--- config.mk ---
export PLATFORM = sky130hd
export DESIGN_NAME = perd_ram
export DESIGN_NICKNAME = d
export VERILOG_FILES = /design/src/design/perd_ram.sv
export SDC_FILE = /design/constraint.sdc
export NUM_CORES = 1
export LEC_CHECK = 0
export ABC_AREA = 1
export ABC_CLOCK_PERIOD_IN_PS = 2760
export BUFFER_PORTS_ARGS = -buffer_cell sky130_fd_sc_hd__buf_2
export CORE_MARGIN = 1.5
export CORE_UTILIZATION = 60
export DETAILED_ROUTE_END_ITERATION = 10
export PLACE_DENSITY = 0.74
export SYNTH_ARGS = -nofsm -noshare
export SYNTH_HDL_FRONTEND = slang
export SYNTH_SLANG_ARGS = --single-unit
--- constraint.sdc ---
create_clock -name clk_i -period 2.76 [get_ports clk_i]
set_input_delay 0.276 -clock clk_i [delete_from_list [all_inputs] [get_ports clk_i]]
set_output_delay 0.276 -clock clk_i [all_outputs]
set_load 0.02 [all_outputs]
--- src/design/perd_ram.sv ---
// Generic single-port RAM with a registered read.
// No dependencies.
module perd_ram #(
  parameter int unsigned WIDTH = 8,
  parameter int unsigned DEPTH = 16
) (
  input  logic                     clk_i,
  input  logic                     we_i,
  input  logic [$clog2(DEPTH)-1:0] addr_i,
  input  logic [WIDTH-1:0]         wdata_i,
  output logic [WIDTH-1:0]         rdata_o
);
  logic [WIDTH-1:0] mem_q [DEPTH];

  always_ff @(posedge clk_i) begin
    if (we_i) begin
      mem_q[addr_i] <= wdata_i;
    end
    rdata_o <= mem_q[addr_i];
  end
endmodule

==> impl_metrics.env <==
export IMPL_worst_pin_slew_ps=766.7
export IMPL_cts_buffer_depth=2
export IMPL_yosys_area_top_type="edfxtp_1"
export IMPL_cts_buffers_inserted=17
export IMPL_finalSetupTns_ps=0
export IMPL_cts_hold_buffers=0
export IMPL_fillers=668
export IMPL_overflow=0
export IMPL_cts_repair_resized=0
export IMPL_utilization=0.6917
export IMPL_die_y_um=99.55
export IMPL_route_met2_wl_um=5750
export IMPL_drt_initial_drc_count=325
export IMPL_hpwl_um=7249
export IMPL_crit_chain="buf_2, inv_2, nand3_1, nor2_1"
export IMPL_finalClockSkew_ps=6.906
export IMPL_ant_nets=0
export IMPL_gp_congestion=0.8786
export IMPL_floorplan_initialDensity=0.6111
export IMPL_fp_dieArea_mm2=0.009909
export IMPL_relSlewSlack=0.4869
export IMPL_cts_clk_slew_worst_paths_ps=60
export IMPL_wire_per_inst_um=17.39
export IMPL_syn_nets=562
export IMPL_route_detailed_drc=0
export IMPL_timing_hold_ws_ps=192.5
export IMPL_yosysWarnings=0
export IMPL_timing_final_setup_violations=0
export IMPL_grt_pass1_wl_um=19170
export IMPL_wl_um=12120
export IMPL_synthTopCellsByArea="edfxtp_1 (69%), nand2_1 (23%), dfxtp_1 (2.9%)"
export IMPL_layout_commonest_cell="nand2_1"
export IMPL_cts_sinks=136
export IMPL_layout_nets=587
export IMPL_port_buffer_count=21
export IMPL_cts_tree="yes"
export IMPL_ys_types=11
export IMPL_endpoint_kind="flip-flop"
export IMPL_placed_area_mm2=0.005766
export IMPL_timing_rr_start="mem_q[7][4]"
export IMPL_ios=22
export IMPL_cts_setup_buffers=0
export IMPL_hold_class="in2reg"
export IMPL_drt_met1_wl_um=5176
export IMPL_post_route_cell_area_mm2=0.006331
export IMPL_rows=35
export IMPL_drive_gt1_frac=0.1007
export IMPL_area_delta_synth_final_pct=13.20
export IMPL_fp_coreArea_mm2=0.009153
export IMPL_crit_type="in2reg"
export IMPL_grt_pass1_vias=3707
export IMPL_mostFrequentLayoutCells="nand2_1 (346), edfxtp_1 (128), inv_1 (21), buf_2 (21), nor2_1 (18)"
export IMPL_crit_path_top_delay_cell="nor2_1"
export IMPL_htreeDepth=4
export IMPL_worstSetupStartpoint="addr_i[0]"
export IMPL_status="complete, no violations"
export IMPL_synth_seq_area_share=0.7159
export IMPL_max_stage_delay_ps=660
export IMPL_grt_max_degree=49
export IMPL_wl_met3_um=942
export IMPL_cp_arrival_ps=1750
export IMPL_p_leak_nw=2.732
export IMPL_n_antenna_cell=0
export IMPL_rsz0062_at_grt="false"
export IMPL_grt_usage=0.2682
export IMPL_drt_first_pass_iters=6
export IMPL_fin_crit_sh=0.5808
export IMPL_yosysTopAreaCellShare=0.6872
export IMPL_slew_violations=0
export IMPL_peakVddDrop_uv=468.3
export IMPL_synth_seq_cells=136
export IMPL_clock_fmax_mhz=623.9
export IMPL_hold_viol=0
export IMPL_avgViaCountPerCell=5.354
export IMPL_cp_max_fo=21
export IMPL_required_ps=2900
export IMPL_fin_crit_ps=1603
export IMPL_power_density_mw_per_mm2=750.7
export IMPL_cap_violations=0
export IMPL_antenna_found_initial=0
export IMPL_cts_root_buf="clkbuf_8"
export IMPL_worstHoldStart="wdata_i[0]"
export IMPL_dr_total_vias=3732
export IMPL_power_w=0.004753
export IMPL_synth_area_per_cell_um2=10.21
export IMPL_syn_cell_area_mm2=0.005593
export IMPL_r2r_cells=8
export IMPL_synthCells=548
export IMPL_holdPathStages=1
export IMPL_startpoint_type="input port"
export IMPL_die_x_um=99.55
export IMPL_highest_layer="met4"
export IMPL_clk_latency_ps=520
-- power breakdown --
part | switching [W] | internal, W
clock network | 0.000851 | 0.00129
registers | 0.0000125 | 0.00231
logic | 0.000218 | 0.0000727
total | 0.00108 | 0.00367
-- area by class of cell --
type	instances	area [um^2]	share of cell area
well taps	111	138.9	0.02194
clock buffers	18	417.9	0.06601
repair buffers	27	150.1	0.02372
inverters	23	86.33	0.01364
multi-input cells	368	1386	0.2190
clock inverters	14	147.6	0.02332
flip-flops and latches	136	4004	0.6324
-- per-stage QoR --
stage | std cells | setup slack, ps
floorplan | 548 | 1107
global placement | 665 | 749.7
detailed placement | 665 | 687.5
CTS | 697 | 1188
global route | 697 | 1065
finish | 697 | 1157
-- sequential cells by signal, summed over array words and instances, names as in the netlist --
signal,cells
mem_q,128
rdata_o,8
-- final timing paths --
path	end	slack (ps)
setup / recovery	mem_q[0][5]	1160
hold / removal	mem_q[10][0]	190
setup reg to reg	rdata_o[4]	1750
hold reg to reg	rdata_o[2]	740
-- critical path, delay by kind of cell --
| kind | cells | cell delay [ps] |
|---|---|---|
| buffers and inverters | 2 | 510 |
| and+or+nand+nor | 2 | 940 |
-- synthesized netlist by cell type (all sizes together) --
master and count:
buf 18, clkbuf 3, clkinv 1, dfxtp 8
edfxtp 128, inv 22, nand2 346, nand3 4
nor2 18
-- cells by family after synthesis --
logic type / share of synthesized area
buf+inv: 0.03624
simple gates: 0.2479
flops: 0.7159
-- metal layers --
metal	up-vias	GRT usage
li1	1800	-
met1	1732	0.3815
met2	174	0.4104
met3	26	0.06184
met4	0	0.1008
met5	-	0
No activity file was read; power rests on OpenSTA's default activity.
